===== config.mk =====
export PLATFORM = sky130hd
export DESIGN_NAME = rmsm_ctrl
export DESIGN_NICKNAME = d
export VERILOG_FILES = /design/src/hw/rtl/rmsm_pkg.sv /design/src/hw/rtl/rmsm_ctrl.sv
export SDC_FILE = /design/constraint.sdc
export NUM_CORES = 1
export LEC_CHECK = 0
export BUFFER_PORTS_ARGS = -buffer_cell sky130_fd_sc_hd__buf_2
export CAP_MARGIN = 20
export CELL_PAD_IN_SITES_DETAIL_PLACEMENT = 1
export CELL_PAD_IN_SITES_GLOBAL_PLACEMENT = 1
export CORE_AREA = 4 4 41 43
export CTS_BUF_LIST = sky130_fd_sc_hd__clkbuf_8
export DETAILED_ROUTE_END_ITERATION = 8
export DIE_AREA = 0 0 45 47
export GPL_ROUTABILITY_DRIVEN = 0
export PLACE_DENSITY_LB_ADDON = 0.1
export REMOVE_ABC_BUFFERS = 1
export SYNTH_ARGS = -nofsm -noshare
export SYNTH_HDL_FRONTEND = slang
export SYNTH_SLANG_ARGS = --single-unit

===== constraint.sdc =====
create_clock -name clk -period 1.7 [get_ports clk]
set_input_delay 0.17 -clock clk [delete_from_list [all_inputs] [get_ports clk]]
set_output_delay 0.17 -clock clk [all_outputs]
set_load 0.1 [all_outputs]

===== src/hw/rtl/rmsm_pkg.sv =====
// ----------------------------------------------------------------------------
// RMS meter package
// Fixed widths, state codes and the command and status bundles shared by
// the controller and the datapath.
// ----------------------------------------------------------------------------
package rmsm_pkg;

  // Sample format and capture ring geometry.
  localparam int SAMPLE_BITS = 16;
  localparam int RING_DEPTH  = 512;
  localparam int RING_AW     = $clog2(RING_DEPTH);
  // Width of a mean of squares (largest square is 2**(2*SAMPLE_BITS-2)).
  localparam int MEAN_W      = 2 * SAMPLE_BITS - 1;

  // Item kinds carried on the opcode field.
  typedef enum logic [0:0] {
    OP_SAMPLE = 1'b0,
    OP_READ   = 1'b1
  } opcode_t;

  // Controller states.
  typedef enum logic [2:0] {
    ST_IDLE,
    ST_EXEC,
    ST_ACC,
    ST_DIV,
    ST_ROOT_LOAD,
    ST_ROOT,
    ST_FIN,
    ST_RESP
  } state_t;

  // Commands from the controller to the datapath.
  typedef struct packed {
    logic capture;
    logic exec;
    logic acc;
    logic div_step;
    logic root_init;
    logic root_step;
    logic finish;
    logic load;
  } cmd_t;

  // Status from the datapath to the controller.
  typedef struct packed {
    logic is_read;
    logic is_last;
    logic div_last;
    logic root_last;
    logic out_free;
  } status_t;

endpackage


===== src/hw/rtl/rmsm_ctrl.sv =====
// ----------------------------------------------------------------------------
// RMS meter controller
// Sequences capture, ring access, accumulation, the end-of-block divide and
// square root, and the hand-off of each result item.
// ----------------------------------------------------------------------------
module rmsm_ctrl import rmsm_pkg::*; (
  input  logic    clk,
  input  logic    rst,
  input  logic    in_valid,
  output logic    in_ready,
  input  status_t status,
  output cmd_t    cmd
);

  state_t state;
  state_t state_next;

  // State register.
  always_ff @(posedge clk) begin
    if (rst) begin
      state <= ST_IDLE;
    end else begin
      state <= state_next;
    end
  end

  // Next-state logic.
  always_comb begin
    state_next = state;
    unique case (state)
      ST_IDLE: begin
        if (in_valid) state_next = ST_EXEC;
      end
      ST_EXEC: begin
        state_next = ST_ACC;
      end
      ST_ACC: begin
        if (status.is_last) state_next = ST_DIV;
        else if (status.out_free) state_next = ST_IDLE;
        else state_next = ST_RESP;
      end
      ST_DIV: begin
        if (status.div_last) state_next = ST_ROOT_LOAD;
      end
      ST_ROOT_LOAD: begin
        state_next = ST_ROOT;
      end
      ST_ROOT: begin
        if (status.root_last) state_next = ST_FIN;
      end
      ST_FIN: begin
        state_next = ST_RESP;
      end
      ST_RESP: begin
        if (status.out_free) state_next = ST_IDLE;
      end
      default: begin
        state_next = ST_IDLE;
      end
    endcase
  end

  // Command outputs.
  always_comb begin
    cmd      = '0;
    in_ready = 1'b0;
    unique case (state)
      ST_IDLE: begin
        in_ready    = 1'b1;
        cmd.capture = in_valid;
      end
      ST_EXEC: begin
        cmd.exec = 1'b1;
      end
      ST_ACC: begin
        // Read items leave the accumulator alone; a plain item is sent at once when the output register is free.
        cmd.acc  = !status.is_read;
        cmd.load = !status.is_last && status.out_free;
      end
      ST_DIV: begin
        cmd.div_step = 1'b1;
      end
      ST_ROOT_LOAD: begin
        cmd.root_init = 1'b1;
      end
      ST_ROOT: begin
        cmd.root_step = 1'b1;
      end
      ST_FIN: begin
        cmd.finish = 1'b1;
      end
      ST_RESP: begin
        cmd.load = status.out_free;
      end
      default: begin
        cmd = '0;
      end
    endcase
  end

endmodule


=== Yosys cells after proc, flatten, opt, wreduce, memory -nomap -nowiden ===
Cells that the tools add are included.

* Latch bits: 0
* Bits of input ports: 8
* Bits in registers: 3
* Memories: 0
* Output and inout bits: 9
* Bits in writable memories: 0
* Memory bits (read-only): 0
* Logic and storage cells: 33

* Add/subtract/negate cells: 0
* Shifts and indexed selects: 0
* $mul: 0
* Equal/unequal tests: 11
* Order comparisons: 0
* Mux-type cells: 16
* Bitwise gates (word level): 0
* Divide/modulo/power cells: 0
* Reduce and logical (&&, ||, !) cells: 5

{| class="wikitable"
|+ Operators with widths
! kind !! number
|-
| case mux 3 bit (8 select lines) || 1
|-
| two-way mux 3 bit || 6
|-
| equality test 3 bit (second input constant) || 4
|-
| two-way mux 1 bit || 8
|-
| != test 2 bit (second input constant) || 4
|-
| equality test 3 x 2 -> 1 bit (second input constant) || 2
|-
| AND reduction 4 bit || 1
|-
| equality test 3 x 1 -> 1 bit (second input constant) || 1
|-
| zero test 3 bit || 1
|-
| zero test 1 bit || 2
|-
| case mux 1 bit (2 select lines) || 1
|-
| logical AND 1 bit || 1
|}

=== Depth between registers and ports, before layout ===
Gate-level depths: netlist of run 1.

* Depth in word-level cells: 3
* Depth in mapped cells: 4
* Depth with buffers taken out: 3

=== Least setup slack after synthesis of run 1 ===
Ideal clock, no wire load.

* Kind: reg2out
* Start point: reg state[0]
* End point: out cmd[7] in the netlist's numbering
* Stages on the path, launching flop included: 4
* Data required time: 1530 ps
* Slack: -2043 ps
* Data arrival time: 3573 ps
* Buffers on the path: 1
* Cells stage by stage: dfxtp_1 buf_2 nor3_1 and2_1

{| class="wikitable"
|+ RTL lines
! element !! RTL line !! source
|-
| start: declaration || rmsm_ctrl.sv:15 || <nowiki>state_t state;</nowiki>
|-
| start signal: assignment || rmsm_ctrl.sv:23 || <nowiki>state <= state_next;</nowiki>
|-
| end: declaration || rmsm_ctrl.sv:12 || <nowiki>output cmd_t cmd</nowiki>
|}

==> results of run 1 <==
## area by class of cell
cell class              count  area (um^2)
repair buffers             17        192.7
fillers                   168        762.0
well taps                  15        18.77
flip-flops and latches      3        61.31
multi-input cells          32        221.5
clock inverters             1        3.754
clock buffers               3        41.29
## layer usage
| metal | GRT usage, % | vias to the layer above | routed length [um] |
|---|---|---|---|
| li1 | - | 176 | - |
| met1 | 10.43 | 164 | 381 |
| met2 | 21.75 | 11 | 562 |
| met3 | 2.682 | 2 | 55 |
| met4 | 10.53 | 0 | 29 |
| met5 | 0 | - | 0 |
## power by group
group	switching, mW	leakage [nW]	internal (mW)
combinational	0.335	0.185	0.164
sequential	0.0417	0.0251	0.0872
clock	0.0606	0.0269	0.155
## what timing repair did
action / CTS / global route
cloned: 0 / 0
endpoints found under the setup margin: 2 / 2
gates resized for setup: 2 / 1
## layout by cell type (no fill, tap or decap), drive strengths merged, types with 2 or more instances in the layout
cell,instances
nand2b,2
buf,17
clkbuf,3
and2,2
a21oi,5
nand2,3
nor2,3
o211a,2
o21ai,2
dfxtp,3
and2b,2
nor3b,4
## stage by stage
step / std cells / TNS [ps] / util, % / hold slack [ps]
after global placement: 67 / 0 / 37.21 / 385.9
after CTS: 71 / 0 / 41.35 / 150.7
final: 71 / 0 / 41.44 / 156.8
after global routing: 71 / 0 / 41.44 / 165.8
after detailed placement: 67 / 0 / 37.21 / 389.7
after floorplan: 35 / -7843 / - / 239.1
## cells by family (layout without fill, tap and decap cells)
group / count (synthesis) / after routing / synth area share, %
AOI/OAI and AO/OA: 12 / 12 / 29.36
buffers and inverters: 3 / 21 / 7.234
and+or+nand+nor: 20 / 20 / 42.98
DFF: 3 / 3 / 20.43
## worst max-delay path: cells and delay by family, from the launching register on
kind,cells,cell delay [ps]
DFF,1,540
and+or+nand+nor,2,470
buffers and inverters,1,210
## worst min path at each step
| stage | startpoint | endpoint | slack (ps) | cells past startpoint |
|---|---|---|---|---|
| after global placement | rst | state[2]$_SDFFE_PP0P_ | 390 | 2 |
| after global routing | rst | state[2]$_SDFFE_PP0P_ | 170 | 2 |
| after detailed placement | rst | state[2]$_SDFFE_PP0P_ | 390 | 2 |
| final | rst | state[2]$_SDFFE_PP0P_ | 160 | 2 |
| after floorplan | rst | state[2]$_SDFFE_PP0P_ | 240 | 1 |
| after CTS | rst | state[2]$_SDFFE_PP0P_ | 150 | 2 |
==> metrics.log, run 1 <==
INFO  metric status = completed
INFO  metric ys_warn_count = 0
INFO  metric synth_flop_cell = dfxtp_1
INFO  metric finalSetupViolCount = 0
INFO  metric port-buffer-count = 16
INFO  metric firstDrtPassIters = 1
INFO  metric leading_registers_by_flop_count = state x3
INFO  metric fin_worst_skew = 7.825 ps
INFO  metric total_power = 0.8426 mW
INFO  metric routed_wire_length_per_instance = 14.49 um
INFO  metric synth_enable_flop_cells = 0
INFO  metric vias = 353
INFO  metric tritoncts = built
INFO  metric syn_to_final_growth = 83.40%
INFO  metric drt-vias-per-instance = 4.972
INFO  metric grt_pass1_wl = 1.676 mm
INFO  metric total_congestion_overflow_after_global_routing = 0
INFO  metric ctsHtreeMaxLevel = 1
INFO  metric floorplan.die_area = 2115 um^2
INFO  metric rr_worst_depth = 4
INFO  metric layout_cells_sized_above_1 = 48.21%
INFO  metric stdcell_area = 539.3 um^2
INFO  metric powerDensity = 1563 nW/um^2
INFO  metric period_needed = 1611 ps
INFO  metric synth-seq-cells = 3
INFO  metric worst_slew_margin_rel = 67.83%
INFO  metric worstMarginPinSlew = 485.9 ps
INFO  metric finalCritPeriodShare = 94.75%
INFO  metric hpwlAfterDp = 799.6 um
INFO  metric grt_setup_unrepaired = false
INFO  metric placed_cell_area = 484.2 um^2
INFO  metric rr_endpoint = state[1]$_SDFFE_PP0P_
INFO  metric critical_path_required = 1530 ps
INFO  metric post-cts-setup-buffer-count = 0
INFO  metric drt_wl_total = 1.029 mm
INFO  metric synth_area = 294.0 um^2
INFO  metric power.ir.vdd_worst = 0.9074 mV
INFO  metric initial_utilization = 22.60%
INFO  metric antennaDiodeCount = 0
INFO  metric hold_path.class = in2reg
INFO  metric timing.critical_path.from_type = flip-flop
INFO  metric synth_cell_type_count = 21
INFO  metric max_cap_violations = 0
INFO  metric fmaxAchievable = 620.8 MHz
INFO  metric syn-mean-instance-area = 7.738 um^2
INFO  metric report.final.hold_viol_count = 0
INFO  metric synth.top_cell.area_share = 20.43%
INFO  metric drt_first_iter_violations = 0
INFO  metric clk_pin_slew_worst_paths = 40 ps
INFO  metric clock_latency = 230 ps
INFO  metric synth.area.top_cells = dfxtp_1 20%, nor3b_1 10%, a21oi_1 8.5%
INFO  metric largest_reg_flops = 3
INFO  metric criticalPathCategory = reg2out
INFO  metric yosysSeqAreaShare = 20.43%
INFO  metric grt_start_max_net_pins = 17
INFO  metric clock_tree.root_cell = clkbuf_8
INFO  metric core_area = 1301 um^2
INFO  metric timing.critical_path.to_type = output pin
INFO  metric postSynthCellCount = 38
INFO  metric ctsHoldBuffers = 0
INFO  metric worst_ep_arrival_time = 1440 ps
INFO  metric largest_register = state
INFO  metric worstPathMaxFanout = 12
INFO  metric fp-row-count = 13
INFO  metric setup_ws = 89.20 ps
INFO  metric grt_antenna_before_repair = 0
INFO  metric drtAntennaViolNets = 0
INFO  metric crit_path_max_delay_cell_type = dfxtp_1
INFO  metric clock-sinks = 3
INFO  metric setup.reg_to_reg.worst_slack = 510 ps
INFO  metric via_count_of_the_first_global_routing_pass = 386
INFO  metric tritoncts.num_buffers = 3
INFO  metric yosys.area.top_type = dfxtp_1
INFO  metric cp_slowest_stage_delay = 540 ps
INFO  metric crit_path_end = cmd[5]
INFO  metric most_numerous_cell_in_the_yosys_netlist = a21oi_1
INFO  metric drt_drc_violations_left = 0
INFO  metric bufs_on_longest_clock_path = 2
INFO  metric floorplan.die.height = 47 um
INFO  metric synth_commonest_cells = 5 x a21oi_1, 4 x nor3b_1, 3 x dfxtp_1, 3 x nand2_1, 3 x nor2_1
INFO  metric worstPathCellList = and2b_4 > nor3b_2 > buf_12
INFO  metric synth_async_sr_flop_share = 0%
INFO  metric global_route_usage_over_all_layers = 11.68%
INFO  metric pre_cts_worst_setup_slack = 138.0 ps
INFO  metric io_pins = 17
INFO  metric final_net_count = 65
INFO  metric max_slew_vio_count = 0
INFO  metric leakagePower = 0.2367 nW
INFO  metric dieWidth = 45 um
INFO  metric worst_setup_path_startpoint = state[1]$_SDFFE_PP0P_
INFO  metric reg2reg_from = state[2]$_SDFFE_PP0P_
Power figures use the tool's default switching activity.
==> run 2: changes to the inputs <==
--- a/config.mk
+++ b/config.mk
@@ -5,7 +5,6 @@
 export SDC_FILE = /design/constraint.sdc
 export NUM_CORES = 1
 export LEC_CHECK = 0
-export BUFFER_PORTS_ARGS = -buffer_cell sky130_fd_sc_hd__buf_2
 export CAP_MARGIN = 20
 export CELL_PAD_IN_SITES_DETAIL_PLACEMENT = 1
 export CELL_PAD_IN_SITES_GLOBAL_PLACEMENT = 1
@@ -13,6 +12,7 @@
 export CTS_BUF_LIST = sky130_fd_sc_hd__clkbuf_8
 export DETAILED_ROUTE_END_ITERATION = 8
 export DIE_AREA = 0 0 45 47
+export DONT_BUFFER_PORTS = 1
 export GPL_ROUTABILITY_DRIVEN = 0
 export PLACE_DENSITY_LB_ADDON = 0.1
 export REMOVE_ABC_BUFFERS = 1
==> run 2 against run 1 <==
Net effect:
- utilization up 1.6 points
- register-to-register slack worse by 70 ps
- maximum frequency down 0.78%
- global-route usage down 1.3 points
- flip-flop and latch count unchanged
- cell count down 9.9%
- combinational power up 6.4%
- total power up 3.7%
- clock power down 7%
- via count down 8.8%
- non-clock buffer count down 7
- clock skew down 6.1 ps
==> metrics.log, run 2 (synthesized netlist as in run 1, its figures left out) <==
INFO  metric cp_slowest_stage_delay = 430 ps (-110 ps)
INFO  metric vias = 322 (-8.8%)
INFO  metric drt_first_iter_violations = 3 (+3)
INFO  metric leakagePower = 0.2326 nW (-1.7%)
INFO  metric worstPathCellList = or3_1 > a21oi_2 > buf_12
INFO  metric most-common-layout-cells = 4 x a21oi_1, 4 x buf_12, 4 x clkbuf_16
INFO  metric leading_registers_by_flop_count = state x3
INFO  metric grt_pass1_wl = 1.538 mm (-8.2%)
INFO  metric grt_setup_unrepaired = false
INFO  metric syn_to_final_growth = 90.64%
INFO  metric register_area = 62.56 um^2 (+2.0%)
INFO  metric powerDensity = 1559 nW/um^2 (-0.24%)
INFO  metric fillers = 155 (-7.7%)
INFO  metric clock_latency = 210 ps (-20 ps)
INFO  metric worstPathMaxFanout = 14 (+2)
INFO  metric antennaDiodeCount = 0 (unchanged)
INFO  metric layout_cells_sized_above_1 = 51.02% (+2.8 points)
INFO  metric total_congestion_overflow_after_global_routing = 0 (unchanged)
INFO  metric post-cts-setup-buffer-count = 0 (unchanged)
INFO  metric largest_register = state
INFO  metric largest_reg_flops = 3 (unchanged)
INFO  metric placed_cells_incl_taps = 60 (-10%)
INFO  metric port-buffer-count = 0 (-16)
INFO  metric routed_wire_length_per_instance = 14.55 um (+0.37%)
INFO  metric power.ir.vdd_worst = 0.9540 mV (+5.1%)
INFO  metric worst_ep_arrival_time = 1450 ps (about the same)
INFO  metric firstDrtPassIters = 3 (+2)
INFO  metric status = completed
INFO  metric stdcell_count = 64 (-9.9%)
INFO  metric fin_worst_skew = 1.698 ps (-6.127 ps)
INFO  metric critical_path_buf_inv_count = 1 (unchanged)
INFO  metric clk_pin_slew_worst_paths = 30 ps (about the same)
INFO  metric floorplan.die.height = 47 um (unchanged)
INFO  metric grt_start_max_net_pins = 17 (unchanged)
INFO  metric initial_utilization = 22.60% (unchanged)
INFO  metric via_count_of_the_first_global_routing_pass = 355 (-8.0%)
INFO  metric clock_tree.root_cell = clkbuf_8
INFO  metric clock-sinks = 3 (unchanged)
INFO  metric drtAntennaViolNets = 0 (unchanged)
INFO  metric critPathTopFamily = flip-flops
INFO  metric timing.critical_path.to_type = output pin
INFO  metric io_pins = 17 (unchanged)
INFO  metric worstMarginPinSlew = 452.5 ps (-33.38 ps)
INFO  metric dieWidth = 45 um (unchanged)
INFO  metric tritoncts.num_buffers = 3 (unchanged)
INFO  metric floorplan.die_area = 2115 um^2 (unchanged)
INFO  metric fmaxAchievable = 616.0 MHz (-0.78%)
INFO  metric period_needed = 1623 ps (+12.60 ps)
INFO  metric timing.critical_path.from_type = flip-flop
INFO  metric core_area = 1301 um^2 (unchanged)
INFO  metric hold_path.class = in2reg
INFO  metric ctsHtreeMaxLevel = 1 (unchanged)
INFO  metric fp-row-count = 13 (unchanged)
INFO  metric max_cap_violations = 0 (unchanged)
INFO  metric finalCritPeriodShare = 95.49% (+0.74 points)
INFO  metric worst_slew_margin_rel = 69.79% (+2.0 points)
INFO  metric global_route_usage_over_all_layers = 10.34% (-1.3 points)
INFO  metric drt_drc_violations_left = 0 (unchanged)
INFO  metric finalSetupViolCount = 0 (unchanged)
INFO  metric grt_antenna_before_repair = 0 (unchanged)
INFO  metric critical_path_required = 1530 ps (about the same)
INFO  metric crit_path_max_delay_cell_type = dfxtp_1
INFO  metric final_net_count = 58 (-11%)
INFO  metric drt-vias-per-instance = 5.031 (+1.2%)
INFO  metric hpwlAfterDp = 738.4 um (-7.7%)
INFO  metric setup.reg_to_reg.worst_slack = 440 ps (-70 ps)
INFO  metric tritoncts = built
INFO  metric layout.core_utilization = 43.08% (+1.6 points)
INFO  metric max_slew_vio_count = 0 (unchanged)
INFO  metric timing.hold.ws = 21.90 ps (-134.9 ps)
INFO  metric report.final.hold_viol_count = 0 (unchanged)
INFO  metric bufs_on_longest_clock_path = 2 (unchanged)
INFO  metric criticalPathCategory = reg2out
INFO  metric drt_wl_total = 931 um (-9.5%)
INFO  metric total_area_of_multi_input_combinational_cells = 239.0 um^2 (+7.9%)
run 2: cell count changes in the layout (fill, tap and decap cells not counted), moves of 2 or more:
cell       delta
clkbuf_16     +4
nor3b_2       +2
buf_2         -9
nor3b_1       -2
buf_12        -3
run 2: layout make-up:
type	count	share of cell area, %
Clock buffer	3	7.366
Clock inverter	1	0.6696
Multi-Input combinational cell	32	42.63
Sequential cell	3	11.16
Tap cell	15	3.348
Timing Repair Buffer	10	34.82
run 2: stage by stage:
step | worst slack [ps] | total power [mW] | TNS (ps) | area, um^2
final | 76.60 | 0.8737 | 0 | 560.5
after floorplan | -1972 | 0.4625 | -7843 | 272.8
after global placement | 281.6 | 0.6671 | 0 | 513.0
after global routing | 13.25 | 0.9087 | 0 | 560.5
after detailed placement | 247.3 | 0.6762 | 0 | 513.0
after CTS | 18.95 | 0.8810 | 0 | 558.0
run 2: path summary, 6_finish.rpt:
| kind | startpoint | to | cells after the start |
|---|---|---|---|
| setup reg to reg | state[2]$_SDFFE_PP0P_ | state[2]$_SDFFE_PP0P_ | 3 |
| hold reg to reg | state[1]$_SDFFE_PP0P_ | state[0]$_SDFFE_PP0P_ | 1 |
| setup / recovery | state[2]$_SDFFE_PP0P_ | cmd[0] | 3 |
| hold / removal | rst | state[2]$_SDFFE_PP0P_ | 1 |
run 2: power by group:
part / switching, mW / internal, mW / total [mW]
Combinational: 0.323 / 0.207 / 0.530
Sequential: 0.0552 / 0.0884 / 0.144
Clock: 0.0462 / 0.154 / 0.200
run 2: metal layers:
layer	track usage, %	up-vias	routed length [um]
met2	18.64	12	516
met3	1.533	2	44
met4	9.357	0	16
met5	0	-	0
li1	-	161	-
met1	10.20	147	354
run 2: timing repair:
item / 4_1_cts / 5_1_grt
gates resized for setup: 0 / 2
hold buffers: 0 / 0
setup endpoints to repair: 0 / 4
==> run 3: changes to the inputs <==
--- a/config.mk
+++ b/config.mk
@@ -5,16 +5,18 @@
 export SDC_FILE = /design/constraint.sdc
 export NUM_CORES = 1
 export LEC_CHECK = 0
+export ABC_CLOCK_PERIOD_IN_PS = 1700
 export CAP_MARGIN = 20
 export CELL_PAD_IN_SITES_DETAIL_PLACEMENT = 1
 export CELL_PAD_IN_SITES_GLOBAL_PLACEMENT = 1
 export CORE_AREA = 4 4 41 43
-export CTS_BUF_LIST = sky130_fd_sc_hd__clkbuf_8
+export CTS_BUF_LIST = sky130_fd_sc_hd__clkbuf_8 sky130_fd_sc_hd__clkbuf_16
 export DETAILED_ROUTE_END_ITERATION = 8
 export DIE_AREA = 0 0 45 47
 export DONT_BUFFER_PORTS = 1
 export GPL_ROUTABILITY_DRIVEN = 0
 export PLACE_DENSITY_LB_ADDON = 0.1
+export RECOVER_POWER = 50
 export REMOVE_ABC_BUFFERS = 1
 export SYNTH_ARGS = -nofsm -noshare
 export SYNTH_HDL_FRONTEND = slang
==> run 3 against run 2 <==
Net effect:
- maximum frequency is 0.26% lower
- utilization is 0.48 points lower
- critical path depth stayed put
- combinational power is 1% lower
- global-route usage stayed put
- sequential share of layout area is 0.13 points higher
- first-iteration DRC count stayed put
- sequential power hardly changed
- register-to-register slack worse by 70 ps
- via count is 0.31% lower
- die area stayed put
- largest power group unchanged
==> metrics.log, run 3 (synthesized netlist as in run 1, its figures left out) <==
INFO  metric floorplan.die_area = 2115 um^2 (unchanged)
INFO  metric tritoncts = built
INFO  metric status = completed
INFO  metric crit_path_end = cmd[0]
INFO  metric drtAntennaViolNets = 0 (unchanged)
INFO  metric setup.reg_to_reg.worst_slack = 370 ps (-70 ps)
INFO  metric port-buffer-count = 0 (unchanged)
INFO  metric p_clk_share = 23.0% (about the same)
INFO  metric routed_wire_length_per_instance = 14.77 um (+1.5%)
INFO  metric worst_setup_path_startpoint = state[2]$_SDFFE_PP0P_
INFO  metric syn_to_final_growth = 88.51%
INFO  metric vias = 321 (-0.31%)
INFO  metric report.final.hold_viol_count = 0 (unchanged)
INFO  metric most-common-layout-cells = 4 x a21oi_1, 4 x buf_12, 4 x clkbuf_16
INFO  metric clk_pin_slew_worst_paths = 30 ps (about the same)
INFO  metric grt_start_max_net_pins = 17 (unchanged)
INFO  metric hold_path_depth = 1 (unchanged)
INFO  metric timing.hold.ws = 22.28 ps (+0.3868 ps)
INFO  metric core_area = 1301 um^2 (unchanged)
INFO  metric seq_power_share = 16.6% (+0.2 points)
INFO  metric grt_antenna_before_repair = 0 (unchanged)
INFO  metric clock_tree.root_cell = clkbuf_8
INFO  metric grt_setup_unrepaired = false
INFO  metric max_slew_vio_count = 0 (unchanged)
INFO  metric power.internal = 0.4458 mW (-0.76%)
INFO  metric io_pins = 17 (unchanged)
INFO  metric worstPathMaxFanout = 14 (unchanged)
INFO  metric finalSetupViolCount = 0 (unchanged)
INFO  metric powerDensity = 1566 nW/um^2 (+0.46%)
INFO  metric bufs_on_longest_clock_path = 2 (unchanged)
INFO  metric post-cts-setup-buffer-count = 0 (unchanged)
INFO  metric worst_slew_margin_rel = 69.41% (-0.39 points)
INFO  metric layout_cells_sized_above_1 = 48.98% (-2.0 points)
INFO  metric placed_cells_incl_taps = 60 (unchanged)
INFO  metric worstMarginPinSlew = 458.3 ps (+5.790 ps)
INFO  metric clock-sinks = 3 (unchanged)
INFO  metric total_congestion_overflow_after_global_routing = 0 (unchanged)
INFO  metric finalCritPeriodShare = 95.74% (+0.24 points)
INFO  metric hold_path.class = in2reg
INFO  metric clock_latency = 210 ps (about the same)
INFO  metric fmaxAchievable = 614.4 MHz (-0.26%)
INFO  metric timing.critical_path.from_type = flip-flop
INFO  metric rr_endpoint = state[1]$_SDFFE_PP0P_
INFO  metric timing.critical_path.to_type = output pin
INFO  metric fp-row-count = 13 (unchanged)
INFO  metric total_power = 0.8679 mW (-0.66%)
INFO  metric layout.core_utilization = 42.60% (-0.48 points)
INFO  metric initial_utilization = 22.60% (unchanged)
INFO  metric largest_reg_flops = 3 (unchanged)
INFO  metric firstDrtPassIters = 3 (unchanged)
INFO  metric hpwlAfterDp = 738.4 um (unchanged)
INFO  metric via_count_of_the_first_global_routing_pass = 355 (unchanged)
INFO  metric criticalPathCategory = reg2out
INFO  metric comb_power_share = 60.3% (-0.4 points)
INFO  metric fin_worst_skew = 1.684 ps (-0.01437 ps)
INFO  metric antennaDiodeCount = 0 (unchanged)
INFO  metric timing.setup.tns = 0 ps (unchanged)
INFO  metric final_net_count = 58 (unchanged)
INFO  metric reg2reg_from = state[2]$_SDFFE_PP0P_
INFO  metric critical_path_required = 1530 ps (about the same)
INFO  metric power.ir.vdd_worst = 0.9537 mV (about the same)
INFO  metric drt_wl_total = 945 um (+1.5%)
INFO  metric switching_share = 48.64% (+0.051 points)
INFO  metric max_cap_violations = 0 (unchanged)
INFO  metric grt_pass1_wl = 1.538 mm (unchanged)
INFO  metric ctsHtreeMaxLevel = 1 (unchanged)
INFO  metric dieWidth = 45 um (unchanged)
INFO  metric drt_first_iter_violations = 3 (unchanged)
INFO  metric floorplan.die.height = 47 um (unchanged)
INFO  metric worst_ep_arrival_time = 1460 ps (about the same)
INFO  metric power.switching = 0.4221 mW (-0.56%)
INFO  metric rr_worst_depth = 2 (-1)
INFO  metric period_needed = 1628 ps (+4.150 ps)
INFO  metric stdcell_count = 64 (unchanged)
INFO  metric drt_drc_violations_left = 0 (unchanged)
INFO  metric leading_registers_by_flop_count = state x3
INFO  metric largest_register = state
INFO  metric tritoncts.num_buffers = 3 (unchanged)
INFO  metric leakagePower = 0.2310 nW (-0.71%)
INFO  metric drt-vias-per-instance = 5.016 (-0.31%)
INFO  metric global_route_usage_over_all_layers = 10.34% (unchanged)
-- run 3: cell count changes in the layout (fill, tap and decap cells not counted), sizes merged --
| cell | change |
|---|---|
| buf | -1 |
| clkbuf | +1 |
-- run 3: worst min-delay path by stage --
stage	start	to
after detailed placement	rst	state[2]$_SDFFE_PP0P_
after CTS	rst	state[2]$_SDFFE_PP0P_
after global placement	rst	state[2]$_SDFFE_PP0P_
after global routing	rst	state[2]$_SDFFE_PP0P_
final	rst	state[2]$_SDFFE_PP0P_
after floorplan	rst	state[2]$_SDFFE_PP0P_
-- run 3: what timing repair did --
action | CTS | global route
hold endpoints to repair | 0 | 0
resized for setup | 0 | 2
endpoints found under the setup margin | 0 | 4
hold buffers | 0 | 0
-- run 3: layer usage --
| metal | vias to the layer above | routed length (um) | GRT usage (%) |
|---|---|---|---|
| li1 | 160 | - | - |
| met2 | 12 | 514 | 18.64 |
| met4 | 0 | 16 | 9.357 |
| met3 | 2 | 44 | 1.533 |
| met1 | 147 | 370 | 10.20 |
| met5 | - | 0 | 0 |
-- run 3: cell type report --
cell class	count	area [um^2]
clock buffers	3	41.29
clock inverters	1	3.754
fillers	156	747.0
multi-input cells	32	232.7
flip-flops and latches	3	62.56
well taps	15	18.77
repair buffers	10	195.2
-- run 3: power groups by stage --
stage	clock network, mW	registers, mW	logic (mW)
2_1_floorplan	0	0.122	0.341
3_3_place_gp	0	0.139	0.528
4_1_cts	0.206	0.140	0.535
6_report	0.200	0.144	0.524
5_1_grt	0.208	0.150	0.545
3_5_place_dp	0	0.141	0.535
-- run 3: through the flow --
stage	area, um^2	setup slack (ps)
after global placement	513.0	281.6
final	554.3	72.45
after floorplan	272.8	-1972
after CTS	558.0	18.95
after global routing	554.3	13.25
after detailed placement	513.0	247.3
-- run 3: worst max-delay path, cell delays in order (launching register included) --
cell	delay, ps
dfxtp_1	440
or3_1	420
a21oi_2	190
buf_12	190
